[src/cle_pkg.sv]
// ----------------------------------------------------------------------------
// cle_pkg
// Shared constants, types and codes for the console line editor.
// ----------------------------------------------------------------------------
package cle_pkg;

  localparam int LINE_DEPTH = 32;
  localparam int ADDR_W     = $clog2(LINE_DEPTH);
  localparam int CNT_W      = $clog2(LINE_DEPTH + 1);
  localparam int CFG_W      = 5;
  localparam int BYTE_W     = 8;
  localparam int LEN_W      = 5;
  localparam int KIND_W     = 2;

  localparam logic [CFG_W-1:0]  MAX_CHARS_RST = 5'd31;

  localparam logic [BYTE_W-1:0] CH_CR = 8'h0D;
  localparam logic [BYTE_W-1:0] CH_LF = 8'h0A;
  localparam logic [BYTE_W-1:0] CH_BS = 8'h08;
  localparam logic [BYTE_W-1:0] CH_SP = 8'h20;

  typedef enum logic [KIND_W-1:0] {
    KIND_ECHO = 2'd0,
    KIND_LINE = 2'd1,
    KIND_END  = 2'd2
  } kind_t;

  typedef enum logic [2:0] {
    ST_IDLE,
    ST_ECHO,
    ST_FETCH,
    ST_LINE,
    ST_END
  } state_t;

  typedef enum logic [1:0] {
    ECHO_CHAR,
    ECHO_CRLF,
    ECHO_RUBOUT
  } echo_mode_t;

  typedef struct packed {
    kind_t             kind;
    logic [BYTE_W-1:0] data;
    logic [LEN_W-1:0]  len;
    logic              err;
    logic              last;
  } result_t;

  typedef struct packed {
    logic              we;
    logic [ADDR_W-1:0] waddr;
    logic [BYTE_W-1:0] wdata;
    logic              re;
    logic [ADDR_W-1:0] raddr;
  } ram_req_t;

endpackage

[src/cle_line_ram.sv]
// ----------------------------------------------------------------------------
// cle_line_ram
// Line store: one write port, one read port with registered read data.
// ----------------------------------------------------------------------------
module cle_line_ram (
  input  logic                          clk,
  input  cle_pkg::ram_req_t             req,
  output logic [cle_pkg::BYTE_W-1:0]    rdata
);
  import cle_pkg::*;

  logic [BYTE_W-1:0] mem [LINE_DEPTH];

  always_ff @(posedge clk) begin
    if (req.we) begin
      mem[req.waddr] <= req.wdata;
    end
    if (req.re) begin
      rdata <= mem[req.raddr];
    end
  end

endmodule

[src/cle_ctrl.sv]
// ----------------------------------------------------------------------------
// cle_ctrl
// Sequencer: classifies each received byte, keeps the count, walks the echo
// sequence and then the stored line and its end marker, one result beat per free output slot.
// ----------------------------------------------------------------------------
module cle_ctrl (
  input  logic                          clk,
  input  logic                          rst,
  input  logic                          in_valid,
  output logic                          in_stall,
  input  logic [cle_pkg::BYTE_W-1:0]    rx_byte,
  input  logic                          rx_error,
  input  logic [cle_pkg::CFG_W-1:0]     max_chars,
  input  logic                          slot_free,
  output logic                          load,
  output cle_pkg::result_t              res,
  output cle_pkg::ram_req_t             ram_req,
  input  logic [cle_pkg::BYTE_W-1:0]    ram_rdata
);
  import cle_pkg::*;

  state_t            state, state_next;
  logic [CNT_W-1:0]  count;
  logic [BYTE_W-1:0] in_byte;
  echo_mode_t        echo_mode;
  logic [1:0]        echo_i;
  logic              line_pend;
  logic [CNT_W-1:0]  len;
  logic              err;
  logic [ADDR_W-1:0] idx;

  logic              accept;
  logic              is_term, is_bs;
  logic              store_ok, hit;
  logic [CNT_W-1:0]  count_new, lim;
  logic [BYTE_W-1:0] echo_byte;
  logic [1:0]        echo_top;
  logic              echo_done;
  logic [CNT_W-1:0]  idx_inc;
  logic              more;

  // no beat is taken while in reset
  assign accept   = (state == ST_IDLE) && in_valid && !rst;
  assign in_stall = rst || (state != ST_IDLE);

  assign is_term = rx_error || (rx_byte == CH_CR) || (rx_byte == CH_LF);
  assign is_bs   = (rx_byte == CH_BS);

  // effective limit: zero acts as one, never beyond the store
  always_comb begin
    lim = (max_chars == '0) ? CNT_W'(1) : CNT_W'(max_chars);
    if (lim > CNT_W'(LINE_DEPTH)) begin
      lim = CNT_W'(LINE_DEPTH);
    end
  end

  assign store_ok  = (count < CNT_W'(LINE_DEPTH));
  assign count_new = store_ok ? count + CNT_W'(1) : count;
  assign hit       = (count_new >= lim);

  always_comb begin
    unique case (echo_mode)
      ECHO_CHAR: begin
        echo_byte = in_byte;
        echo_top  = 2'd0;
      end
      ECHO_CRLF: begin
        echo_byte = (echo_i == 2'd0) ? CH_CR : CH_LF;
        echo_top  = 2'd1;
      end
      ECHO_RUBOUT: begin
        echo_byte = (echo_i == 2'd1) ? CH_SP : CH_BS;
        echo_top  = 2'd2;
      end
      default: begin
        echo_byte = in_byte;
        echo_top  = 2'd0;
      end
    endcase
  end

  assign echo_done = (echo_i == echo_top);
  assign idx_inc   = CNT_W'(idx) + CNT_W'(1);
  assign more      = (idx_inc < len);

  // next state
  always_comb begin
    state_next = state;
    unique case (state)
      ST_IDLE: begin
        if (accept && !(is_bs && !is_term && count == '0)) begin
          state_next = ST_ECHO;
        end
      end
      ST_ECHO: begin
        if (slot_free && echo_done) begin
          if (!line_pend) begin
            state_next = ST_IDLE;
          end else if (len != '0) begin
            state_next = ST_FETCH;
          end else begin
            state_next = ST_END;
          end
        end
      end
      ST_FETCH: begin
        state_next = ST_LINE;
      end
      ST_LINE: begin
        if (slot_free && !more) begin
          state_next = ST_END;
        end
      end
      ST_END: begin
        if (slot_free) begin
          state_next = ST_IDLE;
        end
      end
      default: state_next = ST_IDLE;
    endcase
  end

  // outputs
  always_comb begin
    load          = 1'b0;
    res.kind      = KIND_ECHO;
    res.data      = '0;
    res.len       = '0;
    res.err       = 1'b0;
    res.last      = 1'b0;
    ram_req.we    = accept && !is_term && !is_bs && store_ok;
    ram_req.waddr = count[ADDR_W-1:0];
    ram_req.wdata = rx_byte;
    ram_req.re    = 1'b0;
    ram_req.raddr = idx;
    unique case (state)
      ST_IDLE: begin
      end
      ST_ECHO: begin
        load     = slot_free;
        res.data = echo_byte;
        res.last = echo_done && !line_pend;
      end
      ST_FETCH: begin
        ram_req.re = 1'b1;
      end
      ST_LINE: begin
        load          = slot_free;
        res.kind      = KIND_LINE;
        res.data      = ram_rdata;
        ram_req.re    = slot_free && more;
        ram_req.raddr = idx_inc[ADDR_W-1:0];
      end
      ST_END: begin
        load     = slot_free;
        res.kind = KIND_END;
        res.len  = len[LEN_W-1:0];
        res.err  = err;
        res.last = 1'b1;
      end
      default: begin
      end
    endcase
  end

  always_ff @(posedge clk) begin
    if (rst) begin
      state     <= ST_IDLE;
      count     <= '0;
      echo_i    <= '0;
      line_pend <= 1'b0;
      idx       <= '0;
    end else begin
      state <= state_next;
      if (accept) begin
        in_byte <= rx_byte;
        echo_i  <= '0;
        idx     <= '0;
        if (is_term) begin
          echo_mode <= ECHO_CRLF;
          line_pend <= 1'b1;
          len       <= count;
          err       <= rx_error;
          count     <= '0;
        end else if (is_bs) begin
          echo_mode <= ECHO_RUBOUT;
          line_pend <= 1'b0;
          if (count != '0) begin
            count <= count - CNT_W'(1);
          end
        end else begin
          echo_mode <= ECHO_CHAR;
          line_pend <= hit;
          len       <= count_new;
          err       <= 1'b0;
          count     <= hit ? '0 : count_new;
        end
      end
      if (state == ST_ECHO && slot_free && !echo_done) begin
        echo_i <= echo_i + 2'd1;
      end
      if (state == ST_LINE && slot_free && more) begin
        idx <= idx_inc[ADDR_W-1:0];
      end
    end
  end

endmodule

[src/console_line_editor.sv]
// ----------------------------------------------------------------------------
// console_line_editor
// Builds a command line from received console bytes, with echo.
// ----------------------------------------------------------------------------
// One received byte is taken per beat while the editor is idle; in_stall then
// stays high until every result beat that byte causes has been loaded into
// the output register. An ordinary byte is echoed as one beat, CR/LF or a
// receive error as two (CR, LF) and a backspace as three (BS, space, BS);
// a backspace on an empty line gives nothing. When a line with stored bytes
// ends, a fetch state primes the single read port of the line store, then
// each stored byte goes out as a beat, followed by the end marker; a line
// ended by CR holds at most 30 bytes and a line that fills up at most 31,
// and out_stall can hold any beat. A new byte can be taken while the final
// result of the previous one still waits in the output register. max_chars
// (reset 31) may only be written while idle; zero acts as one.
// ----------------------------------------------------------------------------
module console_line_editor (
  input  logic                          clk,
  input  logic                          rst,
  // received byte channel
  input  logic                          in_valid,
  output logic                          in_stall,
  input  logic [cle_pkg::BYTE_W-1:0]    rx_byte,
  input  logic                          rx_error,
  // result channel
  output logic                          out_valid,
  input  logic                          out_stall,
  output logic [cle_pkg::KIND_W-1:0]    kind,
  output logic [cle_pkg::BYTE_W-1:0]    data_byte,
  output logic [cle_pkg::LEN_W-1:0]     line_length,
  output logic                          line_error,
  output logic                          last,
  // max_chars register write
  input  logic                          cfg_write,
  input  logic [cle_pkg::CFG_W-1:0]     cfg_data
);
  import cle_pkg::*;

  logic [CFG_W-1:0]  max_chars;
  logic              slot_free;
  logic              load;
  result_t           res;
  result_t           out_res;
  ram_req_t          ram_req;
  logic [BYTE_W-1:0] ram_rdata;

  // limit register
  always_ff @(posedge clk) begin
    if (rst) begin
      max_chars <= MAX_CHARS_RST;
    end else if (cfg_write) begin
      max_chars <= cfg_data;
    end
  end

  // output register: loaded only when empty or being taken, so a stalled
  // beat holds still
  assign slot_free = !out_valid || !out_stall;

  always_ff @(posedge clk) begin
    if (rst) begin
      out_valid <= 1'b0;
    end else if (load) begin
      out_valid <= 1'b1;
    end else if (!out_stall) begin
      out_valid <= 1'b0;
    end
  end

  always_ff @(posedge clk) begin
    if (load) begin
      out_res <= res;
    end
  end

  assign kind        = out_res.kind;
  assign data_byte   = out_res.data;
  assign line_length = out_res.len;
  assign line_error  = out_res.err;
  assign last        = out_res.last;

  cle_ctrl u_ctrl (
    .clk       (clk),
    .rst       (rst),
    .in_valid  (in_valid),
    .in_stall  (in_stall),
    .rx_byte   (rx_byte),
    .rx_error  (rx_error),
    .max_chars (max_chars),
    .slot_free (slot_free),
    .load      (load),
    .res       (res),
    .ram_req   (ram_req),
    .ram_rdata (ram_rdata)
  );

  cle_line_ram u_ram (
    .clk   (clk),
    .req   (ram_req),
    .rdata (ram_rdata)
  );

endmodule
[config.mk]
export PLATFORM = sky130hd
export DESIGN_NAME = console_line_editor
export DESIGN_NICKNAME = d
export VERILOG_FILES = /design/src/cle_pkg.sv /design/src/cle_line_ram.sv /design/src/cle_ctrl.sv /design/src/console_line_editor.sv
export SDC_FILE = /design/constraint.sdc
export NUM_CORES = 1
export LEC_CHECK = 0
export BUFFER_PORTS_ARGS = -buffer_cell sky130_fd_sc_hd__buf_4
export CORE_ASPECT_RATIO = 1.5
export CORE_MARGIN = 5
export CORE_UTILIZATION = 50
export DETAILED_ROUTE_END_ITERATION = 12
export HOLD_SLACK_MARGIN = 0.06
export MAX_ROUTING_LAYER = met4
export PLACE_DENSITY = 0.67
export RECOVER_POWER = 50
export SKIP_LAST_GASP = 1
export SLEW_MARGIN = 20
export SYNTH_ARGS = -nofsm -noshare
export SYNTH_HDL_FRONTEND = slang
export SYNTH_SLANG_ARGS = --single-unit
[constraint.sdc]
create_clock -name clk -period 5.99 [get_ports clk]
set_clock_uncertainty 0.2 [all_clocks]
set_input_delay 0.8985 -clock clk [delete_from_list [all_inputs] [get_ports clk]]
set_output_delay 0.8985 -clock clk [all_outputs]
set_load 0.01 [all_outputs]
Yosys cells after proc, flatten, opt, wreduce, memory -nomap -nowiden --
Memories as Yosys holds them, arrays and structs flattened. A register that Yosys moved wholly into a read port is not among the register bits. Index checks and enable logic that the tools add are counted.
Word-level totals: flip-flop bits (word level) 57, output and inout bits 19, memories 1, word-level logic and storage cells 126, bits in writable memories 256, input bits 19
Cells by class: eq/ne operators 18, bitwise gates (word level) 1, add/sub/neg operators 4, muxes and demuxes 39, order comparisons 4, reductions and logical operators 43
Memories:
- u_ram.mem | depth 32, bits a word 8, rd ports 1, clocked after Yosys merged registers in 1, write ports 1, line cle_line_ram.sv:12 | logic [BYTE_W-1:0] mem [LINE_DEPTH];
Operator list (number):
- $mux 6 | 9
- $pmux 8 s2 | 2
- $eq 8x4->1 const B | 3
- $mux 3 | 7
- $mux 5 | 4
- $logic_and 1x1->1 | 16
- $pmux 3 s5 | 1
- $reduce_bool 6->1 | 2
- $ne 2x1->1 const B | 5
- $logic_not 1->1 | 9
- $mux 1 | 9
- $pmux 2 s2 | 2
- $add 5x1->6 const B | 1
- $add 6x1->6 const B | 1
- $eq 3x2->1 const B | 2
- $ge 6x6->1 | 1
- $gt 6x6->1 const B | 1
- $logic_not 6->1 | 1
- $lt 6x6->1 | 1
- $lt 6x6->1 const B | 1
- $mux 2 | 3
- $sub 6x1->6 const B | 1
- $logic_not 5->1 | 1
- $eq 2x1->1 const B | 2
- other kinds (18) | 24

Logic depth before layout (Yosys ltp) --
Gate-level depths: netlist of the first run.
depth after elaboration 10, depth in mapped cells 13

By module --
A second synthesis of the first run with hierarchy kept.
Unflattened totals: cell total of the unflattened synthesis 759, area total of the unflattened synthesis 13472.9 um^2
Modules (own cells, without submodules):
- cle_line_ram | times used 1, cells each 417, seq. area each 7927.6 um^2, area an instance 10133.5 um^2
- cle_ctrl | times used 1, cells each 305, seq. area each 850.8 um^2, area an instance 2597.5 um^2
- console_line_editor | times used 1, cells each 37, seq. area each 630.6 um^2, area an instance 742.0 um^2

Worst setup path before layout of the first run --
Ideal clock, no wire load.
kind register to register, from register u_ctrl.idx[2], to register u_ram.rdata[0] (netlist bit), read port of u_ram.mem, enable pin, setup time 0.325 ns, path slack 2.594 ns, clock period less this slack 3.396 ns, cell stages (with the launch flop) 13, arrival time 2.871 ns, buffers on the path 4, path through dfxtp_1 -> buf_4 -> buf_4 -> buf_2 -> buf_2 -> nand3_1 -> nand2_1 -> nand2_1 -> ha_1 -> a21o_1 -> a211o_1 -> nor3b_2 -> o211a_1
RTL lines:
- start, declared | line cle_ctrl.sv:30 | logic [ADDR_W-1:0] idx;
- start signal, assigned | line cle_ctrl.sv:203 | idx <= idx_inc[ADDR_W-1:0];
- end, declared | line cle_line_ram.sv:8 | output logic [cle_pkg::BYTE_W-1:0] rdata

Final worst setup path of the first run --
from input rx_byte[5] (netlist bit), to memory u_ram.mem[5][3], enable pin
On the way: longest elaborated chain between the ends 9, elaborated cells on any way between the ends 12, those cells by class eq/ne (3); mux (2); reduce/logical (7)
RTL lines:
- start, declared | line console_line_editor.sv:23 | input logic [cle_pkg::BYTE_W-1:0] rx_byte,
- $eq 8x4->1 | line cle_ctrl.sv:46 | assign is_term = rx_error || (rx_byte == CH_CR) || (rx_byte == CH_LF);
- $logic_or 1x1->1 (2 in series) | line cle_ctrl.sv:46
- $logic_not 1->1 | line cle_ctrl.sv:131 | ram_req.we = accept && !is_term && !is_bs && store_ok;
- $logic_and 1x1->1 | line cle_ctrl.sv:131
- $logic_and 1x1->1 * (2 in series) | line cle_ctrl.sv:131
- $mux 1 * | line cle_line_ram.sv:15 | if (req.we) begin
- $mux 1 (not written as such) * | line cle_line_ram.sv:16 | mem[req.waddr] <= req.wdata;
- end, declared | line cle_line_ram.sv:12
Mark *: on every way between the ends. The rest lies on a longest branch, timed or not.

==> results.txt, run 1 <==
crit path max-delay cell type: clkbuf_1
Crit. path cell count: 6
Layout area overhead: 9.983%
# Post-CTS Setup Buffers: 0
Final Max Tran Viols: 287
Int Power: 3.792 mW
worst min-delay path class: flip-flop to flip-flop
Initial Utilization: 50.37%
post-placement cell area: 15710 um2
RSZ-0062 raised after global routing: false
max-cap violations: 8
Seq/Total Area, Yosys: 61.94%
average wire per standard cell: 23.38 um
reg2reg start: u_ctrl.state[1]
Worst path max stage delay: 1.48 ns
Residual DRC: 0
design area: 16710 um2
die height: 223.5 um
Max FO, Critical Path: 34
overflow left after global routing: 0
IO Pins: 38
Synthesized Nets: 1197
final total power: 4.738 mW
die area: 34040 um2
hold endpoint: max_chars[0]
layout cells sized above 1: 10.02%
TritonCTS clock tree: done
Flop pwr share: 52.5%
failing checks: max-capacitance violations, max-slew violations
Clock Pin Slew Worst Setup and Hold Paths: 0.07 ns
1st-iter DRT viols: 916
Post-Route WL: 37.12 mm
Filler cells: 2425
worst hold stages: 2
initial antenna violation count: 0
Clk pwr share: 44.5%
number of global-route vias before repair: 9509
Cells after Synth: 1156
Worst-Margin Slew: 2.127 ns
crit path time final: 4.257 ns
R2R Path End: u_ram.rdata[6]
synthesized area: 15190 um2
Switching Fraction: 19.96%
Worst path top cell family by delay: simple AND/OR/NAND/NOR gates
outcome: complete, but fails checks
CTS buffer count: 30
Worst Hold Launch: max_chars[0]
Post-CTS Resized: 0
most frequent cell on the critical path: nor2_1
Longest Clk Path Bufs: 3
Worst R2R Setup Slack: 1.79 ns
largest net degree at the start of global routing: 96
num rows: 78
critical-path cell list: clkbuf_1 -> nor2_1 -> nand3_1 -> o211a_1 -> nand2_1 -> nor2_1
PwrDens: 283.6 nW/um2
Antenna Diode Count: 0
# clock sinks: 321
Seq cells post-synth: 321
worst-skew pair later-pin latency: 0.57 ns
final hold viol count: 0
crit start category: primary input
Avg Cell Area, Syn: 13.14 um2
Setup violations, final: 0
Placeable Area: 30160 um2
worst r2r path cells: 8
Ys Warns: 0
routability cong.: 0.9421
Crit. End Element: flip-flop
PortBufs: 37
Max IR drop VDD: 214.0 uV
Gate power share: 3.0%
Routed Antenna Nets: 0
synth unique cells: 72
Critical path buffers and inverters: 1
H-tree Lvls: 1
first-pass GRT wire length: 56.40 mm
All-Layer GR Usage: 21.89%
fin crit share: 71.08%
Fin Setup TNS: 0 ns
Sw Pwr: 0.9456 mW
Most used DFF post-synth: edfxtp_1
First-pass DRT Iterations: 5
arrival time worst endpoint: 4.26 ns
EDFF count, synth: 298
Die Span X: 152.3 um
f_max: 234.9 MHz
via count: 9635
vias per cell: 6.067
Slew headroom: -41.82%
most common cell after layout, fill and taps aside: edfxtp_1
nets@finish: 1205
hold_buf cts: 0
async set or reset register ratio after synthesis: 0%
most frequent cells in the layout: 298 x edfxtp_1, 112 x mux2i_1, 92 x nand2_1
CP required: 5.99 ns
hpwl dp: 24.77 mm
WS Path Type: primary input to flip-flop
Static Leak: 5.419 nW
clock tree root buffer cell: clkbuf_16
==> sequential cells by signal, indices dropped and copies added, names as in the netlist, 2 cells and up <==
register	cells
data_byte	8
u_ctrl.state	3
u_ctrl.echo_mode	2
u_ctrl.len	6
u_ctrl.count	6
u_ctrl.echo_i	2
u_ctrl.idx	5
kind	2
u_ram.rdata	8
line_length	5
u_ram.mem	256
max_chars	5
u_ctrl.in_byte	8
==> worst reg2reg max path, delay by kind of cell (launching register included) <==
kind / cells / cell delay (ns)
AO/OA/AOI/OAI: 2 / 0.47
XOR/XNOR: 1 / 0.43
buffers and inverters: 2 / 0.98
flip-flops: 1 / 1.00
multiplexers: 1 / 0.26
AND/OR/NAND/NOR: 2 / 0.61
==> synthesized netlist by cell type, drive strengths merged (8+ instances only) <==
library cell | count | area (um2)
xnor2 | 10 | 106.4
nand2 | 92 | 345.3
ha | 22 | 275.3
mux2i | 113 | 1135
nand3b | 9 | 80.08
o21ai | 16 | 80.07
dfxtp | 23 | 460.4
mux2 | 19 | 214.0
nor2 | 72 | 277.8
xor2 | 8 | 77.58
o22ai | 11 | 68.82
nor3 | 19 | 95.09
mux4 | 8 | 180.2
a2111oi | 11 | 102.6
a32o | 8 | 80.08
a31oi | 16 | 100.1
nand2b | 8 | 50.05
and3 | 9 | 56.30
a21oi | 45 | 225.2
buf | 43 | 242.7
a221oi | 10 | 87.58
edfxtp | 298 | 8949
inv | 27 | 101.3
nor2b | 52 | 325.3
a22oi | 11 | 82.58
o221ai | 8 | 70.07
clkbuf | 29 | 110.1
nand4 | 10 | 62.56
a211oi | 43 | 322.8
nand3 | 27 | 135.1
==> worst max-delay path by stage <==
stage                             to  slack [ns]            start
floorplan             u_ram.rdata[0]        2.59    u_ctrl.idx[2]
detailed placement   u_ram.mem[5][3]        1.80              rst
CTS                   u_ram.rdata[6]        1.83  u_ctrl.state[1]
global route        u_ram.mem[27][7]        1.50       rx_byte[5]
finish               u_ram.mem[5][3]        1.73       rx_byte[5]
global placement      u_ram.rdata[6]        1.90  u_ctrl.state[1]
==> stage by stage <==
stage | hold slack [ns] | setup WS [ns] | instances | util [%]
after floorplan | 0.2554 | 2.594 | 1156 | -
after global placement | 0.2850 | 1.904 | 1532 | 52.11
after detailed placement | 0.2789 | 1.799 | 1532 | 52.11
after CTS | 0.2893 | 1.830 | 1588 | 55.76
after global routing | 0.3159 | 1.495 | 1588 | 55.40
final | 0.2825 | 1.733 | 1588 | 55.40
==> area by class of cell <==
cell class              instances  area [um2]  share of cell area (%)
clock buffers                  31       775.7                   4.643
flip-flops and latches        321        9414                   56.35
repair buffers                 48       251.5                   1.505
clock inverters                25       326.6                   1.955
inverters                      28       105.1                  0.6291
multi-input cells             735        5334                   31.93
well taps                     400       500.5                   2.996
==> kinds of logic (layout without fill, tap and decap cells) <==
group	after synthesis	count (layout)	synth area share [%]
flops	321	321	61.94
compound gates	229	229	11.01
buf+inv	100	132	3.014
mux	140	140	10.07
simple gates	326	326	10.95
fa+ha+maj	22	22	1.812
xor+xnor	18	18	1.211
==> metal layers <==
metal / global-route usage (%) / up-vias / routed length (um)
li1: - / 4479 / -
met1: 25.29 / 4763 / 14410
met2: 39.88 / 313 / 19750
met3: 2.096 / 80 / 1712
met4: 7.516 / 0 / 1256
met5: - / - / 0
==> power groups by stage <==
stage                     clock [mW]  combinational, mW  sequential (mW)
after global routing            2.22              0.157             2.49
final                           2.11              0.142             2.49
after floorplan                    0             0.0758             2.53
after global placement             0              0.148             2.53
after CTS                       2.14              0.150             2.48
after detailed placement           0              0.150             2.53
(Power assumes the default switching activity.)
==> inputs of run 2 (changes only) <==
--- a/config.mk
+++ b/config.mk
@@ -5,6 +5,7 @@
 export SDC_FILE = /design/constraint.sdc
 export NUM_CORES = 1
 export LEC_CHECK = 0
+export ABC_AREA = 1
 export BUFFER_PORTS_ARGS = -buffer_cell sky130_fd_sc_hd__buf_4
 export CORE_ASPECT_RATIO = 1.5
 export CORE_MARGIN = 5
@@ -12,7 +13,7 @@
 export DETAILED_ROUTE_END_ITERATION = 12
 export HOLD_SLACK_MARGIN = 0.06
 export MAX_ROUTING_LAYER = met4
-export PLACE_DENSITY = 0.67
+export PLACE_DENSITY = 0.7
 export RECOVER_POWER = 50
 export SKIP_LAST_GASP = 1
 export SLEW_MARGIN = 20
==> constraint.sdc (replaced) <==
create_clock -name clk -period 3.55 [get_ports clk]
set_clock_uncertainty 0.2 [all_clocks]
set_input_delay 0.5325 -clock clk [delete_from_list [all_inputs] [get_ports clk]]
set_output_delay 0.5325 -clock clk [all_outputs]
set_load 0.01 [all_outputs]
==> run 2 against run 1 <==
Compared with the run above: the flow still finishes with violations (max-capacitance violations, max-slew violations); worst setup slack got worse by 1.2 ns; wire length rose by 0.66%; utilization rose by 1.8 points; register-to-register slack lost 1.2 ns; synthesized cell count rose by 30%; critical endpoint is now u_ctrl.state[0].
==> results.txt, run 2 <==
Int Power: 6.174 mW (+63%)
Clock Pin Slew Worst Setup and Hold Paths: 0.06 ns (about the same)
layout cells sized above 1: 7.430% (-2.6 points)
Fin Setup TNS: 0 ns (unchanged)
Clk pwr share: 37.6% (-6.9 points)
nets@finish: 1636 (+36%)
Max FO, Critical Path: 14 (-59%)
Synthesized Nets: 1546 (+29%)
1st-iter DRT viols: 1048 (+14%)
Residual DRC: 0 (unchanged)
routability cong.: 0.9325 (-1.0%)
most common cell after layout, fill and taps aside: nand2_1
synth top area cells: edfxtp_1 60%, nand3_1 9.3%, nand2_1 8.4%, inv_1 7.6%, dfxtp_1 3.1%
Avg Cell Area, Syn: 9.842 um2 (-25%)
Slew headroom: -47.55% (-5.7 points)
number of global-route vias before repair: 10400 (+9.3%)
via count: 10550 (+9.5%)
# Post-CTS Setup Buffers: 0 (unchanged)
first-pass GRT wire length: 57.53 mm (+2.0%)
failing checks: max-capacitance violations, max-slew violations
outcome: complete, but fails checks
Post-synth top cells: 333 x nand2_1, 299 x inv_1, 298 x edfxtp_1
# clock sinks: 321 (unchanged)
crit start category: flip-flop
Gate power share: 8.9% (+5.9 points)
Setup violations, final: 0 (unchanged)
Layout area overhead: 13.42%
critical-path cell list: inv_1 -> nand2_1 -> nor2_1 -> nand3_1 -> inv_1 -> clkbuf_1 -> nand2_1 -> nand2_1 -> nand2_1 -> a21oi_1 -> nor2_1
Worst R2R Setup Slack: 0.58 ns (-1.21 ns)
CTS buffer count: 30 (unchanged)
Seq/Total Area, Yosys: 63.52% (+1.6 points)
crit path time final: 2.971 ns
arrival time worst endpoint: 3.22 ns (-1.04 ns)
vias per cell: 5.250 (-13%)
WS Path Type: flip-flop to flip-flop
Initial Utilization: 50.41% (about the same)
largest net degree at the start of global routing: 81 (-16%)
IO Pins: 38 (unchanged)
PwrDens: 482.9 nW/um2 (+70%)
Antenna Diode Count: 0 (unchanged)
fin cells: 2010 (+27%)
final total power: 8.114 mW (+71%)
share of the synthesized area in the top cell type: 60.41% (+1.5 points)
initial antenna violation count: 0 (unchanged)
Routed Antenna Nets: 0 (unchanged)
average wire per standard cell: 18.59 um (-20%)
die height: 220.8 um (-1.2%)
num rows: 77 (-1.3%)
crit path max-delay cell type: clkbuf_1
Worst-Margin Slew: 2.213 ns (+0.08589 ns)
max-cap violations: 8 (unchanged)
TritonCTS clock tree: done
Die Span X: 150.5 um (-1.2%)
All-Layer GR Usage: 23.27% (+1.4 points)
overflow left after global routing: 0 (unchanged)
clock tree root buffer cell: clkbuf_16
Crit. End Element: flip-flop
Sw Pwr: 1.940 mW (+110%)
post-synth top area cell: edfxtp_1
Max IR drop VDD: 345.6 uV (+62%)
f_max: 336.6 MHz
Worst path max stage delay: 0.60 ns (-0.88 ns)
Worst path top cell family by delay: simple AND/OR/NAND/NOR gates
hpwl dp: 24.11 mm (-2.7%)
max FFs per register: 256 (unchanged)
most frequent cells in the layout: 331 x nand2_1, 299 x inv_1, 298 x edfxtp_1
Final Max Tran Viols: 272 (-5.2%)
First-pass DRT Iterations: 5 (unchanged)
worst-skew pair later-pin latency: 0.57 ns (about the same)
CP required: 3.80 ns (-2.19 ns)
most frequent cell on the critical path: nand2_1
die area: 33240 um2 (-2.4%)
synth unique cells: 38 (-47%)
design area: 16800 um2 (+0.56%)
Seq cells post-synth: 321 (unchanged)
PortBufs: 37 (unchanged)
Flop pwr share: 53.5% (+1.0 points)
post-placement cell area: 15850 um2 (+0.89%)
final hold viol count: 0 (unchanged)
most numerous cell in the Yosys netlist: nand2_1
synthesized area: 14810 um2 (-2.5%)
placed cells: 1941 (+27%)
Static Leak: 7.096 nW (+31%)
largest register by flop count: u_ram.mem
RSZ-0062 raised after global routing: false
Longest Clk Path Bufs: 3 (unchanged)
worst min-delay path class: primary input to flip-flop
Ys Warns: 0 (unchanged)
Switching Fraction: 23.91% (+4.0 points)
async set or reset register ratio after synthesis: 0% (unchanged)
Critical path buffers and inverters: 3 (+2)
EDFF count, synth: 298 (unchanged)
Cells after Synth: 1505 (+30%)
Post-Route WL: 37.37 mm (+0.66%)
core occupancy in the finished layout: 57.18% (+1.8 points)
H-tree Lvls: 1 (unchanged)
fin crit share: 83.68%
Filler cells: 2491 (+2.7%)
Most used DFF post-synth: edfxtp_1
Placeable Area: 29380 um2 (-2.6%)
[run 2: cell types whose count changed in the layout (fill, tap and decap cells not counted), sizes merged, moves of 16 or more]
cell         previous run  this run
mux2i                 113         0
nand3                  27       276
nor2b                  52         0
o21ai                  16        40
nor3                   19         3
a21oi                  45        29
dlygate4sd3             0        17
buf                    19        64
a211oi                 43         0
inv                    27       300
nand2                  92       333
mux2                   19         0
[run 2: tightest hold or removal path: stages]
cell and delay, ns:
buf_4 0.11, nand2_1 0.05, inv_1 0.11, nand2_1 0.09, a21oi_1 0.06
[run 2: final timing paths]
check,start,endpoint,depth (start not counted)
worst min register to register,u_ctrl.idx[4],u_ctrl.idx[4],2
worst max register to register,u_ctrl.state[0],u_ctrl.state[0],11
worst min-delay path,out_stall,u_ctrl.state[2],5
worst max-delay path,u_ctrl.state[0],u_ctrl.state[0],11
[run 2: logic make-up after synthesis]
| logic type | count (synthesis) | share of synthesized area [%] |
|---|---|---|
| XOR/XNOR | 6 | 0.3548 |
| adder cells (fa/ha/maj) | 22 | 1.858 |
| buffers and inverters | 364 | 9.646 |
| AND/OR/NAND/NOR | 709 | 21.42 |
| AO/OA/AOI/OAI | 83 | 3.201 |
| flip-flops | 321 | 63.52 |
[run 2: metrics by stage]
stage / worst slack, ns / hold slack, ns
after CTS: 0.5819 / 0.2169
after floorplan: 0.8588 / 0.2302
after detailed placement: 0.6012 / 0.2596
after global placement: 0.5663 / 0.2452
after global routing: 0.3025 / 0.2908
final: 0.5795 / 0.2393
[run 2: what timing repair did]
item / CTS / global route
hold buffers: 17 / 0
gates resized for setup: 0 / 0
hold endpoints to repair: 11 / 0
[run 2: power by group through the flow]
| stage | Sequential, mW | Clock, mW | Combinational (mW) |
|---|---|---|---|
| after floorplan | 4.42 | 0 | 0.402 |
| after global placement | 4.41 | 0 | 0.756 |
| after detailed placement | 4.41 | 0 | 0.765 |
| after CTS | 4.33 | 3.11 | 0.784 |
| after global routing | 4.35 | 3.25 | 0.803 |
| final | 4.34 | 3.05 | 0.722 |
[run 2: metal layers]
metal / vias to the layer above / global-route usage (%) / wire (um)
met5: - / - / 0
met4: 0 / 10.43 / 1605
met3: 96 / 2.507 / 2149
met2: 408 / 40.01 / 19410
met1: 4936 / 27.29 / 14200
li1: 5112 / - / -
[run 2: cell type report]
type                            instances  area [um2]  area share (%)
Timing Repair Buffer                  120       845.8           5.034
Multi-Input combinational cell        820        3999           23.80
Sequential cell                       321        9409           56.00
Clock inverter                         16       146.4          0.8713
Tap cell                              395       494.2           2.942
Clock buffer                           36       773.2           4.602
Inverter                              302        1134           6.747
